===== config.mk =====
export PLATFORM = sky130hd
export DESIGN_NAME = pixel_command_text_parser_unit
export DESIGN_NICKNAME = d
export VERILOG_FILES = /design/src/rtl/pctp_pkg.sv /design/src/rtl/pctp_parser.sv /design/src/rtl/pixel_command_text_parser_unit.sv
export SDC_FILE = /design/constraint.sdc
export NUM_CORES = 1
export LEC_CHECK = 0
export ABC_AREA = 1
export BUFFER_PORTS_ARGS = -buffer_cell sky130_fd_sc_hd__buf_2
export CELL_PAD_IN_SITES_DETAIL_PLACEMENT = 0
export CELL_PAD_IN_SITES_GLOBAL_PLACEMENT = 2
export CORE_AREA = 4 4 165 247
export CTS_BUF_LIST = sky130_fd_sc_hd__clkbuf_4
export CTS_CLUSTER_DIAMETER = 60
export CTS_CLUSTER_SIZE = 30
export DETAILED_ROUTE_END_ITERATION = 6
export DIE_AREA = 0 0 169 251
export PLACE_DENSITY_LB_ADDON = 0.1
export SYNTH_ARGS = -nofsm -noshare
export SYNTH_HDL_FRONTEND = slang
export SYNTH_HIERARCHICAL = 1
export SYNTH_SLANG_ARGS = --single-unit
export TNS_END_PERCENT = 50

===== constraint.sdc =====
create_clock -name i_clk -period 9.7 [get_ports i_clk]
set_clock_uncertainty 0.2 [all_clocks]
set_input_delay 1.455 -clock i_clk [delete_from_list [all_inputs] [get_ports i_clk]]
set_output_delay 1.455 -clock i_clk [all_outputs]
set_load 0.1 [all_outputs]

===== src/rtl/pctp_pkg.sv =====
`timescale 1ns / 1ps
// ----------------------------------------------------------------------------
// Pixel command parser package
// Shared types, character codes, register map and the digit lookup.
// ----------------------------------------------------------------------------
package pctp_pkg;

    localparam int DEF_ROW_STRIDE = 256;

    localparam int LIMIT_W = 9;
    localparam int INDEX_W = 16;
    localparam int VALUE_W = 32;
    localparam int ADDR_W  = 3;
    localparam int DATA_W  = 32;

    localparam logic [LIMIT_W-1:0] RESET_WIDTH_LIMIT  = 9'd256;
    localparam logic [LIMIT_W-1:0] RESET_HEIGHT_LIMIT = 9'd144;

    localparam logic REG_WIDTH_LIMIT  = 1'b0;
    localparam logic REG_HEIGHT_LIMIT = 1'b1;

    localparam logic [7:0] CHAR_COMMA   = 8'h2C;
    localparam logic [7:0] CHAR_ZERO    = 8'h30;
    localparam logic [7:0] CHAR_NINE    = 8'h39;
    localparam logic [7:0] CHAR_UPPER_A = 8'h41;
    localparam logic [7:0] CHAR_UPPER_Z = 8'h5A;
    localparam logic [7:0] CHAR_LOWER_X = 8'h78;

    localparam logic signed [9:0] CASE_OFFSET = 10'sd32;
    localparam logic signed [9:0] DIGIT_BASE  = 10'sd48;
    localparam logic signed [9:0] DIGIT_SPAN  = 10'sd22;

    localparam logic [1:0] FIELD_X     = 2'd0;
    localparam logic [1:0] FIELD_Y     = 2'd1;
    localparam logic [1:0] FIELD_COLOR = 2'd2;

    typedef enum logic [1:0] {
        STATUS_WRITE  = 2'd0,
        STATUS_FORMAT = 2'd1,
        STATUS_BOUNDS = 2'd2
    } t_status;

    typedef struct packed {
        t_status            status;
        logic [INDEX_W-1:0] pixel_index;
        logic [VALUE_W-1:0] color;
    } t_result;

    typedef struct packed {
        logic       is_digit;
        logic [3:0] value;
    } t_digit;

    function automatic logic [3:0] digit_lookup(input logic [4:0] idx);
        logic [3:0] v;
        if (idx <= 5'd9) begin
            v = idx[3:0];
        end else if (idx >= 5'd17 && idx <= 5'd22) begin
            v = 4'(idx - 5'd7);
        end else begin
            v = 4'd0;
        end
        return v;
    endfunction

    function automatic t_digit classify_char(input logic [7:0] b);
        logic signed [9:0] u;
        logic signed [9:0] idx;
        t_digit            r;
        if ((b >= CHAR_UPPER_A && b <= CHAR_UPPER_Z) || (b >= CHAR_ZERO && b <= CHAR_NINE)) begin
            u = signed'({2'b00, b});
        end else begin
            u = signed'({2'b00, b}) - CASE_OFFSET;
        end
        idx = u - DIGIT_BASE;
        r.is_digit = (idx >= 10'sd0) && (idx <= DIGIT_SPAN);
        r.value    = digit_lookup(idx[4:0]);
        return r;
    endfunction

endpackage


===== src/rtl/pctp_parser.sv =====
`timescale 1ns / 1ps
// ----------------------------------------------------------------------------
// Pixel command parser core
// Holds the per-line parse state and folds in one character per cycle.
// ----------------------------------------------------------------------------
module pctp_parser
    import pctp_pkg::*;
#(
    parameter int ROW_STRIDE = DEF_ROW_STRIDE
) (
    input  logic               i_clk,
    input  logic               i_rst_n,
    input  logic               i_valid,
    input  logic [7:0]         i_char_byte,
    input  logic               i_last_char,
    input  logic [LIMIT_W-1:0] i_width_limit,
    input  logic [LIMIT_W-1:0] i_height_limit,
    output t_result            o_result,
    output logic               o_result_valid
);

    typedef enum logic [1:0] {
        POS_START = 2'd0,
        POS_ZERO  = 2'd1,
        POS_BODY  = 2'd2
    } t_field_pos;

    logic [1:0]         r_field, n_field;
    logic               r_hex, n_hex;
    t_field_pos         r_pos, n_pos;
    logic [VALUE_W-1:0] r_x, n_x;
    logic [VALUE_W-1:0] r_y, n_y;
    logic [VALUE_W-1:0] r_color, n_color;

    t_digit             w_digit;
    logic               w_skip;
    logic [VALUE_W-1:0] w_acc_cur;
    logic [VALUE_W-1:0] w_acc_next;
    logic [INDEX_W-1:0] w_index;

    assign w_digit = classify_char(i_char_byte);

    always_comb begin
        if (r_field == FIELD_X) begin
            w_acc_cur = r_x;
        end else if (r_field == FIELD_Y) begin
            w_acc_cur = r_y;
        end else begin
            w_acc_cur = r_color;
        end
        if (r_hex) begin
            w_acc_next = {w_acc_cur[VALUE_W-5:0], 4'b0000} + VALUE_W'(w_digit.value);
        end else begin
            w_acc_next = {w_acc_cur[VALUE_W-4:0], 3'b000} + {w_acc_cur[VALUE_W-2:0], 1'b0}
                       + VALUE_W'(w_digit.value);
        end
    end

    always_comb begin
        n_field = r_field;
        n_hex   = r_hex;
        n_pos   = r_pos;
        n_x     = r_x;
        n_y     = r_y;
        n_color = r_color;
        w_skip  = 1'b0;
        if (i_valid) begin
            if (i_last_char) begin
                n_field = FIELD_X;
                n_hex   = 1'b0;
                n_pos   = POS_START;
                n_x     = '0;
                n_y     = '0;
                n_color = '0;
            end else if (r_field < FIELD_COLOR && i_char_byte == CHAR_COMMA) begin
                n_field = r_field + 2'd1;
                n_hex   = 1'b0;
                n_pos   = POS_START;
            end else begin
                unique case (r_pos)
                    POS_START: begin
                        n_pos = (i_char_byte == CHAR_ZERO) ? POS_ZERO : POS_BODY;
                    end
                    POS_ZERO: begin
                        n_pos = POS_BODY;
                        if (i_char_byte == CHAR_LOWER_X) begin
                            n_hex  = 1'b1;
                            w_skip = 1'b1;
                        end
                    end
                    default: begin
                    end
                endcase
                if (w_digit.is_digit && !w_skip) begin
                    if (r_field == FIELD_X) begin
                        n_x = w_acc_next;
                    end else if (r_field == FIELD_Y) begin
                        n_y = w_acc_next;
                    end else begin
                        n_color = w_acc_next;
                    end
                end
            end
        end
    end

    assign w_index = INDEX_W'(r_y[INDEX_W-1:0] * INDEX_W'(ROW_STRIDE)) + r_x[INDEX_W-1:0];

    always_comb begin
        o_result_valid = i_valid && i_last_char;
        o_result       = '0;
        if (r_field < FIELD_COLOR) begin
            o_result.status = STATUS_FORMAT;
        end else if (r_x >= VALUE_W'(i_width_limit) || r_y >= VALUE_W'(i_height_limit)) begin
            o_result.status = STATUS_BOUNDS;
        end else begin
            o_result.status      = STATUS_WRITE;
            o_result.pixel_index = w_index;
            o_result.color       = r_color;
        end
    end

    always_ff @(posedge i_clk) begin
        if (!i_rst_n) begin
            r_field <= FIELD_X;
            r_hex   <= 1'b0;
            r_pos   <= POS_START;
            r_x     <= '0;
            r_y     <= '0;
            r_color <= '0;
        end else begin
            r_field <= n_field;
            r_hex   <= n_hex;
            r_pos   <= n_pos;
            r_x     <= n_x;
            r_y     <= n_y;
            r_color <= n_color;
        end
    end

endmodule


===== src/rtl/pixel_command_text_parser_unit.sv =====
`timescale 1ns / 1ps
// ----------------------------------------------------------------------------
// Pixel command text parser
// Parses "x,y,color" lines one character per word into pixel write results.
// ----------------------------------------------------------------------------
// Throughput: one character word per cycle, sustained while o_in_stall is low,
// set by the accumulator update in the parser core; the input stalls while a
// terminator word waits and the two-entry result buffer is full. A result
// passes the input register, then the result buffer; the buffer absorbs
// output stalls. Synchronous active-low reset clears the parse state and the
// buffers and sets the limits to 256 by 144.
module pixel_command_text_parser_unit
    import pctp_pkg::*;
#(
    parameter int ROW_STRIDE = DEF_ROW_STRIDE
) (
    input  logic               i_clk,
    input  logic               i_rst_n,
    input  logic               i_in_valid,
    output logic               o_in_stall,
    input  logic [7:0]         i_char_byte,
    input  logic               i_last_char,
    output logic               o_out_valid,
    input  logic               i_out_stall,
    output logic [1:0]         o_status,
    output logic [INDEX_W-1:0] o_pixel_index,
    output logic [VALUE_W-1:0] o_color,
    input  logic               psel,
    input  logic               penable,
    input  logic               pwrite,
    input  logic [ADDR_W-1:0]  paddr,
    input  logic [DATA_W-1:0]  pwdata,
    output logic [DATA_W-1:0]  prdata,
    output logic               pready
);

    logic [LIMIT_W-1:0] r_width_limit;
    logic [LIMIT_W-1:0] r_height_limit;

    logic               r_in_valid;
    logic [7:0]         r_in_char;
    logic               r_in_last;

    logic               r_out_valid;
    t_result            r_out;
    logic               r_skid_valid;
    t_result            r_skid;

    logic               w_consume;
    logic               w_pop;
    logic               w_push;
    t_result            w_result;

    assign pready = 1'b1;
    assign prdata = (paddr[2] == REG_HEIGHT_LIMIT) ? DATA_W'(r_height_limit)
                                                   : DATA_W'(r_width_limit);

    always_ff @(posedge i_clk) begin
        if (!i_rst_n) begin
            r_width_limit  <= RESET_WIDTH_LIMIT;
            r_height_limit <= RESET_HEIGHT_LIMIT;
        end else if (psel && penable && pwrite && pready) begin
            unique case (paddr[2])
                REG_WIDTH_LIMIT:  r_width_limit  <= pwdata[LIMIT_W-1:0];
                REG_HEIGHT_LIMIT: r_height_limit <= pwdata[LIMIT_W-1:0];
            endcase
        end
    end

    assign o_in_stall = r_in_valid && r_in_last && r_skid_valid;
    assign w_consume  = r_in_valid && !(r_in_last && r_skid_valid);

    always_ff @(posedge i_clk) begin
        if (!i_rst_n) begin
            r_in_valid <= 1'b0;
        end else if (!o_in_stall) begin
            r_in_valid <= i_in_valid;
        end
    end

    always_ff @(posedge i_clk) begin
        if (i_in_valid && !o_in_stall) begin
            r_in_char <= i_char_byte;
            r_in_last <= i_last_char;
        end
    end

    pctp_parser #(
        .ROW_STRIDE(ROW_STRIDE)
    ) u_parser (
        .i_clk         (i_clk),
        .i_rst_n       (i_rst_n),
        .i_valid       (w_consume),
        .i_char_byte   (r_in_char),
        .i_last_char   (r_in_last),
        .i_width_limit (r_width_limit),
        .i_height_limit(r_height_limit),
        .o_result      (w_result),
        .o_result_valid(w_push)
    );

    assign w_pop = r_out_valid && !i_out_stall;

    always_ff @(posedge i_clk) begin
        if (!i_rst_n) begin
            r_out_valid  <= 1'b0;
            r_skid_valid <= 1'b0;
        end else if (w_pop && r_skid_valid) begin
            r_out_valid  <= 1'b1;
            r_skid_valid <= 1'b0;
        end else if (w_pop || !r_out_valid) begin
            r_out_valid  <= w_push;
        end else if (w_push) begin
            r_skid_valid <= 1'b1;
        end
    end

    always_ff @(posedge i_clk) begin
        if (w_pop && r_skid_valid) begin
            r_out <= r_skid;
        end else if (w_pop || !r_out_valid) begin
            r_out <= w_result;
        end else if (w_push) begin
            r_skid <= w_result;
        end
    end

    assign o_out_valid   = r_out_valid;
    assign o_status      = r_out.status;
    assign o_pixel_index = r_out.pixel_index;
    assign o_color       = r_out.color;

endmodule


==> results.md, run 1 <==
Clocking:
- The TritonCTS clock tree is built.
- The clock reaches the later pin of the worst-skew pair after 0.74 ns.
- In this run the number of H-tree levels came out at 1.
- For this design, the CTS-stage hold fixing added 0 buffers.
- The post-cts gate resize count is 0.
- Counting along the longest clock path gives a buffer depth of 3.
- Clock tree synthesis inserted a total of 20 buffers.
- The library cell used as clock root buffer is sky130_fd_sc_hd__clkbuf_4.
- The number of setup buffers added after CTS is 0.
- The clock-pin slew on the worst setup and hold paths is 0.20 ns.
- The number of sinks handled by clock tree synthesis is 231.

Die:
- The effective utilization at floorplan is 38.89%.
- The die is 251 microns tall.
- The die span in x is 169 microns.
- The die covers 42,420 sq um.
- The core region is 38,430 sq um.
- The floorplan has 88 rows.
- 136 I/O pins were placed.

Detailed routing:
- In the routed layout, each cell is associated on average with a via count of 4.922.
- The total via count in the routed design is 12,460.
- The overall routed net length is 41,200 microns.
- The number of DRC markers after the initial detailed-route iteration is 901.
- After detailed routing, the average wire length per cell comes to 16.27 microns.
- In this run the remaining antenna-violating nets after routing total 0.
- The first detailed-routing pass took 5 iterations.
- The total DRC errors in the routed layout is 0.

Placed design:
- The count of placed standard cells including taps is 2,495.
- The congestion estimate from routability-driven global placement came to 0.8982.
- Buffers placed on the I/O ports in this run total 86.
- The half-perimeter wire length of the detailed placement result is 30,830 microns.

Worst setup path:
- The most critical setup path has its endpoint at u_parser/r_color[28]$_SDFFE_PN0P_.
- The cell repeated most along the worst path is sky130_fd_sc_hd__inv_1.
- The cell type group with the largest total delay on the critical path is adder cells.
- The number of cells on the worst reg-to-reg path is 21.
- The critical path startpoint is u_parser/r_field[1]$_SDFFE_PN0P_.
- The capturing element type of the critical path is a register.
- The critical path goes through inv_1, ha_1, clkinv_1, o21ai_0, inv_1, fa_1, fa_1, inv_1, nand3_1, nand2_1, nand2_1, nand2_1, inv_1, o21ai_0, nand3_1, nand4_1, nand3_1, nand2_1, inv_1, nor2_1, nor2_1.
- Among all stages on the critical path, the largest delay is contributed by sky130_fd_sc_hd__ha_1.
- The reg-to-reg critical path endpoint is u_parser/r_color[28]$_SDFFE_PN0P_.
- STA classifies the critical path startpoint as a register.
- The startpoint identified for the worst register-to-register timing path is u_parser/r_field[1]$_SDFFE_PN0P_.
- The highest net fanout along the worst path is 12.
- By startpoint and endpoint, the worst setup path is classified as register to register.
- The number of buffers and inverters on the critical path is 6.
- STA puts the critical path data required time at 10.07 ns.
- On the worst path, the slowest cell contributes a delay of 0.75 ns.
- Data arrives at the worst endpoint at 6.35 ns.
- Counting buffers and inverters, the worst setup path is 21 cells deep.
- The register-to-register setup slack is 3.72 ns.

Synth:
- The count of unique library cells instantiated by Yosys is 50.
- The flip-flop and latch count after synthesis is 231.
- In the post-synthesis netlist, the biggest area contributors are sky130_fd_sc_hd__edfxtp_1 22%, sky130_fd_sc_hd__dfxtp_1 16%, sky130_fd_sc_hd__nand2_1 9.8%.
- The post-synthesis average cell area is 7.491 sq um.
- Of the synthesized area, sequential elements account for 38.25%.
- The share of flip-flops with an asynchronous set or reset is 0%.
- The flip-flop cell with the highest count after synthesis is sky130_fd_sc_hd__dfxtp_1.
- The number of instances in the synthesized netlist is 1,995.
- The synthesized area is 14,940 sq um.
- Of all cell types, the one taking the most synthesized area is sky130_fd_sc_hd__edfxtp_1.
- For this run, the number of Yosys warnings is 6.
- The count of flip-flops with a built-in enable after synthesis is 109.
- The share of synthesized area in the top cell type comes to 21.90%.

Cells and area:
- The count of cells in the finished layout, fillers not included, comes to 2,532.
- The number of nets in the layout is 2,169.
- The library cell used most frequently in the layout, excluding fill and tap cells, is sky130_fd_sc_hd__nand2_1.
- In the layout the commonest cells are 389 x sky130_fd_sc_hd__nand2_1, 331 x sky130_fd_sc_hd__nor2_1, 213 x sky130_fd_sc_hd__inv_1.
- Cells with a size suffix above 1 make up 12.92% of the layout.
- Compared with the post-synthesis result, the final layout area differs by 6.112%.

Global routing:
- The all-layer global routing usage is 19.18%.
- The first global-routing pass estimated 66,320 microns of wire.
- The met3 track utilization from global routing is 1.463%.
- met2 is the most crowded layer.
- After global routing the overflow that remains totals 0.
- The met2 track demand over resource is 31.76%.
- The number of antenna violations at the first check in global routing came to 1.
- The via count of the first global-routing pass was 11,890.
- The pin count of the biggest net entering global routing is 87.
- The global-route track usage on met1 is 27.33%.

Power:
- The share of total power dissipated in combinational logic is 21.9%.
- In this run, flip-flops and latches consume 50.8% of the power.
- The switching portion of total power is 35.62%.
- The power spent charging and discharging nets is 747.9 uW.
- Of the total power, the clock network draws 27.4%.
- For this design the ratio of total power to cell area is 132.4 nW/um^2.
- The cell-internal power is 1.352 mW.
- For this design the static power due to leakage is 7.535 nW.
- Across the VDD grid, the largest voltage drop is 0.00009501 V.

Timing:
- The transition time at the pin with the least slew margin is 1.114 ns.
- The post-route setup TNS is 0 ns.
- The number of failing hold endpoints at the final stage is 0.
- Setup repair after global routing left no endpoint under its margin.
- The final cycle utilization of the critical path is 61.63%.
- The post-route minimum period is 5.978 ns.
- Measured against its own limit, the worst slew margin works out to 25.49%.
- The final count of pins violating max slew was 0.
- The final number of setup-violating endpoints is 0.
- Across all hold checks on the routed design, the worst slack comes to 0.3030 ns.
- Timing would allow up to 0.1673 GHz.

Status:
- The flow ran to the end, and the final reports show no timing, DRC or antenna violations.

Hold path:
- The classification of the worst-slack hold path is register to register.

Run:
- The total of max-cap violations is 0.
[cell type report]
type                            instances  area [sq um]
Antenna cell                            1         2.502
Fill cell                            4076         22570
Sequential cell                       231          5717
Inverter                              222         833.3
Clock buffer                           22         165.2
Multi-Input combinational cell       1449          7801
Tap cell                              495         619.3
Clock inverter                         14         196.4
Timing Repair Buffer                   98         523.0
[worst register-to-register path, stage by stage, from the launching register on]
cell,delay [ns]
sky130_fd_sc_hd__dfxtp_1,0.41
sky130_fd_sc_hd__inv_1,0.30
sky130_fd_sc_hd__ha_1,0.75
sky130_fd_sc_hd__clkinv_1,0.31
sky130_fd_sc_hd__o21ai_0,0.58
sky130_fd_sc_hd__inv_1,0.18
sky130_fd_sc_hd__fa_1,0.56
sky130_fd_sc_hd__fa_1,0.47
sky130_fd_sc_hd__inv_1,0.12
sky130_fd_sc_hd__nand3_1,0.07
sky130_fd_sc_hd__nand2_1,0.17
sky130_fd_sc_hd__nand2_1,0.08
sky130_fd_sc_hd__nand2_1,0.10
sky130_fd_sc_hd__inv_1,0.08
sky130_fd_sc_hd__o21ai_0,0.50
sky130_fd_sc_hd__nand3_1,0.30
sky130_fd_sc_hd__nand4_1,0.15
sky130_fd_sc_hd__nand3_1,0.13
sky130_fd_sc_hd__nand2_1,0.11
sky130_fd_sc_hd__inv_1,0.08
sky130_fd_sc_hd__nor2_1,0.11
sky130_fd_sc_hd__nor2_1,0.06
[state kept, by name, indices dropped and copies added, names as in the netlist]
name / flops
u_parser/r_field: 2
u_parser/r_color: 32
r_height_limit: 9
u_parser/r_x: 32
o_status: 2
r_in_char: 8
o_pixel_index: 16
o_color: 32
r_skid_valid: 1
u_parser/r_hex: 1
u_parser/r_pos: 2
u_parser/r_y: 32
r_in_last: 1
r_in_valid: 1
r_width_limit: 9
o_out_valid: 1
r_skid: 50
[power groups by stage]
stage	registers [mW]	logic (mW)	clock network (mW)
after detailed placement	1.09	0.461	0
after global placement	1.09	0.458	0
after floorplan	1.12	0.330	0
after CTS	1.07	0.461	0.601
after global routing	1.07	0.513	0.637
final	1.07	0.459	0.574
[cells by family after synthesis]
logic type	Yosys count	synth area share [%]
AND/OR/NAND/NOR	1060	32.87
buffers and inverters	337	10.28
AO/OA/AOI/OAI	253	9.427
flip-flops	231	38.25
adder cells (fa/ha/maj)	96	8.188
XOR/XNOR	16	0.9377
other	2	0.05025
[worst min-delay path by stage]
stage               cells after the start                         startpoint  slack, ns                                end
finish                                  2       u_parser/r_x[0]$_SDFFE_PN0P_       0.30       u_parser/r_x[0]$_SDFFE_PN0P_
global route                            2   u_parser/r_color[8]$_SDFFE_PN0P_       0.33   u_parser/r_color[8]$_SDFFE_PN0P_
CTS                                     2   u_parser/r_color[7]$_SDFFE_PN0P_       0.31   u_parser/r_color[7]$_SDFFE_PN0P_
detailed placement                      2  u_parser/r_color[10]$_SDFFE_PN0P_       0.27  u_parser/r_color[10]$_SDFFE_PN0P_
global placement                        2   u_parser/r_color[3]$_SDFFE_PN0P_       0.26   u_parser/r_color[3]$_SDFFE_PN0P_
floorplan                               2     u_parser/r_pos[0]$_SDFFE_PN0P_       0.25     u_parser/r_pos[0]$_SDFFE_PN0P_
[cells in the mapped netlist (all sizes together) (4+ instances only)]
| cell type | instances |
|---|---|
| xnor2 | 4 |
| a21o | 5 |
| nor2 | 336 |
| clkbuf | 37 |
| o211ai | 33 |
| o21ai | 77 |
| nand4 | 24 |
| dfxtp | 122 |
| edfxtp | 109 |
| a21boi | 4 |
| nor4 | 7 |
| inv | 221 |
| buf | 78 |
| ha | 93 |
| a21oi | 119 |
| a31oi | 5 |
| nand3 | 177 |
| xor2 | 12 |
| nor3 | 10 |
| nand2 | 496 |
| nand3b | 4 |
[per-layer routing]
layer	vias to the layer above	routed length [microns]
li1	6506	-
met1	5714	19690
met2	200	19290
met3	43	1268
met4	0	953
met5	-	0
[per-stage QoR]
| stage | utilization, % | power [mW] | area, sq um | setup slack, ns |
|---|---|---|---|---|
| floorplan | - | 1.445 | 15030 | 5.471 |
| global placement | 40.32 | 1.545 | 15490 | 3.838 |
| detailed placement | 40.32 | 1.548 | 15490 | 3.771 |
| CTS | 41.26 | 2.129 | 15860 | 3.653 |
| global route | 41.27 | 2.221 | 15860 | 3.241 |
| finish | 41.27 | 2.100 | 15860 | 3.722 |
Power figures use the tool's default switching activity.
==> run 2, diff against run 1 <==
--- a/config.mk
+++ b/config.mk
@@ -9,12 +9,12 @@
 export BUFFER_PORTS_ARGS = -buffer_cell sky130_fd_sc_hd__buf_2
 export CELL_PAD_IN_SITES_DETAIL_PLACEMENT = 0
 export CELL_PAD_IN_SITES_GLOBAL_PLACEMENT = 2
-export CORE_AREA = 4 4 165 247
+export CORE_AREA = 4 4 172 257
 export CTS_BUF_LIST = sky130_fd_sc_hd__clkbuf_4
 export CTS_CLUSTER_DIAMETER = 60
 export CTS_CLUSTER_SIZE = 30
 export DETAILED_ROUTE_END_ITERATION = 6
-export DIE_AREA = 0 0 169 251
+export DIE_AREA = 0 0 176 261
 export PLACE_DENSITY_LB_ADDON = 0.1
 export SYNTH_ARGS = -nofsm -noshare
 export SYNTH_HDL_FRONTEND = slang
==> constraint.sdc (replaced) <==
create_clock -name i_clk -period 6.25 [get_ports i_clk]
set_clock_uncertainty 0.2 [all_clocks]
set_input_delay 0.9375 -clock i_clk [delete_from_list [all_inputs] [get_ports i_clk]]
set_output_delay 0.9375 -clock i_clk [all_outputs]
set_load 0.1 [all_outputs]
==> run 2 against run 1 <==
- the flow now finishes with violations (DRC)
- critical path type unchanged
- sequential share of layout area down 0.38 points
- critical path depth fell by 5
- sequential cell count did not move
- total power is 58% higher
- clock power is 64% higher
- clock-buffer cell count is 2 higher
==> results.md, run 2 (same netlist as run 1, synthesis figures left out) <==
Status:
- The flow ran to the end, but the final reports show violations.
- The final reports fail on DRC.

Detailed routing:
- The number of DRC markers after the initial detailed-route iteration is 747.
- The final route contains 12,610 vias.
- The overall routed net length is 43,280 microns.
- The detailed-router iteration count before antenna repair is 7.
- The detail route stage leaves a number of antenna-violating nets equal to 0.
- For this run, design rule violations remaining after detail routing come to 2.
- The number of vias per cell after detailed routing is 4.825.
- In the final routed layout, each cell accounts on average for 16.56 microns.

Timing:
- After routing, the total negative slack on setup checks comes to 0 ns.
- The transition time at the pin with the least slew margin is 1.114 ns.
- Headroom to the max-slew limit came out at 25.47%.
- The worst path needs 5.270 ns of the cycle, external delays included.
- The worst hold margin is 0.1243 ns.
- The number of failing hold endpoints at the final stage is 0.
- The final worst-path setup slack is 0.9805 ns.
- For this run, the top clock speed supported by timing is 0.1898 GHz.
- In the finished design, the share of the clock period the worst path needs comes to 84.31%.
- Setup violations remaining at the end of the flow were counted as 0.
- The final count of pins violating max slew was 0.
- Setup repair after global routing left no endpoint under its margin.

Worst setup path:
- In this run the worst path has a maximum fanout of 11.
- The required time at the worst-slack endpoint is 6.67 ns.
- STA classifies the critical path endpoint as a register.
- The worst register-to-register path begins at u_parser/r_field[1]$_SDFFE_PN0P_.
- The critical path data arrival time is 5.69 ns.
- STA classifies the critical path startpoint as a register.
- The startpoint-to-endpoint class of the critical path is register to register.
- Tracing the worst setup path back leads to its startpoint at u_parser/r_field[1]$_SDFFE_PN0P_.

Cells and area:
- The layout overhead on the synthesized area is 7.234%.
- Of the cells placed in the final design, the portion with a size suffix greater than 1 is 13.43%.
- After routing the design area is 16,030 sq um.
- The core occupancy in the finished layout is 38.25%.
- The register with the most flip-flops in the layout has 50 of them.
- The most common cell after layout, fill and taps aside is sky130_fd_sc_hd__nand2_1.
- In the final layout, the multi-input gates occupy 7801 sq um.
- The number of nets in the layout is 2,178.
- In the layout the commonest cells are 389 x sky130_fd_sc_hd__nand2_1, 331 x sky130_fd_sc_hd__nor2_1, 213 x sky130_fd_sc_hd__inv_1.
- The filler cells instantiated in the layout total 4,610.
- Registers take 5717 sq um.
- Excluding fillers, the count of instances in the completed layout stands at 2,613.
- The register with the most flip-flops is r_skid.

Clocking:
- The number of buffers created by CTS is 23.
- For this design, the sink count on the clock tree is 231.
- Post-CTS timing repair inserted 0 buffers for setup.
- The total number of H-tree levels is 1.
- Clock-pin slew was measured on the worst setup and hold paths at 0.17 ns.
- The TritonCTS clock tree is built.
- After clock tree synthesis, the repair step resized 0 gates.
- The number of buffers inserted by hold repair at cts is 0.
- The library cell used as clock root buffer is sky130_fd_sc_hd__clkbuf_4.
- For the worst-skew pair, the clock arrives at the later sink with an insertion delay of 0.77 ns.
- The largest buffer count on any clock path is 3.

Die:
- The core outline area is 41,900 sq um.
- During I/O placement, the number of pins put on the boundary was 136.
- The floorplan has 92 rows.
- The floorplan step set the die height to 261 microns.
- The die outline area is 45,940 sq um.
- The die span in x is 176 microns.
- The effective utilization at floorplan is 35.67%.

Placed design:
- Routability-driven placement finished with a final weighted congestion of 0.8714.
- Port buffering added 86 buffers.
- Summing all placed instances gives a cell area of 15,630 sq um.
- The count of placed standard cells including taps is 2,570.
- At the placement stage, the worst setup path has a slack of 1.110 ns.
- The HPWL after detailed placement is 32,570 microns.

Global routing:
- The overflow left after global routing is 0.
- The all-layer global routing usage is 18.55%.
- The first global-routing pass estimated 68,450 microns of wire.
- Entering global routing, the biggest net connects 82 pins.
- The number of antenna violations at the first check in global routing is 1.
- The via count of the first global-routing pass is 12,210.

Hold path:
- The classification of the worst-slack hold path is input port to register.
- In this run the most critical hold path is launched from i_char_byte[1].

Power:
- Summed over all cells, the static leakage comes to 7.590 nW.
- The design draws 3.320 mW.
- Across the VDD grid, the largest voltage drop is 0.0001447 V.
- Dividing total power by cell area gives a power density of 207.2 nW/um^2.

Run:
- The total of max-cap violations is 0.
[run 2: cell count changes in the layout (fill, tap and decap cells not counted)]
cell                       before  now
sky130_fd_sc_hd__inv_8          0    4
sky130_fd_sc_hd__inv_6          5    1
sky130_fd_sc_hd__clkbuf_4      22   24
sky130_fd_sc_hd__inv_2          8    9
sky130_fd_sc_hd__inv_12         1    2
sky130_fd_sc_hd__inv_16         1    0
sky130_fd_sc_hd__clkinv_4       1    3
sky130_fd_sc_hd__buf_4         13   19
sky130_fd_sc_hd__clkinv_8       2    1
sky130_fd_sc_hd__clkinv_2       0    2
[run 2: area by class of cell]
type	instances	share of cell area [%]
clock inverters	18	1.359
repair buffers	104	3.545
inverters	222	5.200
clock buffers	24	1.124
flip-flops and latches	231	35.67
well taps	564	4.403
multi-input cells	1449	48.68
diodes	1	0.01562
[run 2: final timing paths]
check                                      end  slack, ns  cells after the start
min reg2reg  u_parser/r_color[13]$_SDFFE_PN0P_       0.30                      2
max reg2reg  u_parser/r_color[13]$_SDFFE_PN0P_       0.98                     16
min                     r_in_char[1]$_DFFE_PP_       0.12                      1
max          u_parser/r_color[13]$_SDFFE_PN0P_       0.98                     16
[run 2: per-layer routing]
layer / global-route usage (%) / part of all wire (%) / vias up
met3: 1.516 / 3.1 / 39
met1: 25.77 / 48 / 5854
met2: 31.81 / 47 / 194
met4: 3.879 / 1.7 / 0
li1: - / - / 6520
met5: 0 / 0 / -
[run 2: power breakdown]
group | internal, mW | switching, mW | total [mW]
logic | 0.182 | 0.542 | 0.725
clock network | 0.319 | 0.624 | 0.943
registers | 1.62 | 0.0323 | 1.65
[run 2: worst max-delay path: stages, from the launching register on]
cell and delay (ns):
sky130_fd_sc_hd__dfxtp_1 0.39, sky130_fd_sc_hd__inv_1 0.34, sky130_fd_sc_hd__ha_1 0.29, sky130_fd_sc_hd__clkinv_1 0.27
sky130_fd_sc_hd__buf_4 0.29, sky130_fd_sc_hd__o21ai_0 0.57, sky130_fd_sc_hd__ha_1 0.36, sky130_fd_sc_hd__ha_1 0.39
sky130_fd_sc_hd__a21oi_1 0.21, sky130_fd_sc_hd__o21ai_1 0.18, sky130_fd_sc_hd__a21oi_1 0.38, sky130_fd_sc_hd__o21ai_1 0.20
sky130_fd_sc_hd__xor2_1 0.17, sky130_fd_sc_hd__o21ai_0 0.54, sky130_fd_sc_hd__nand3_1 0.16, sky130_fd_sc_hd__nand2_1 0.10
sky130_fd_sc_hd__nor2_1 0.05
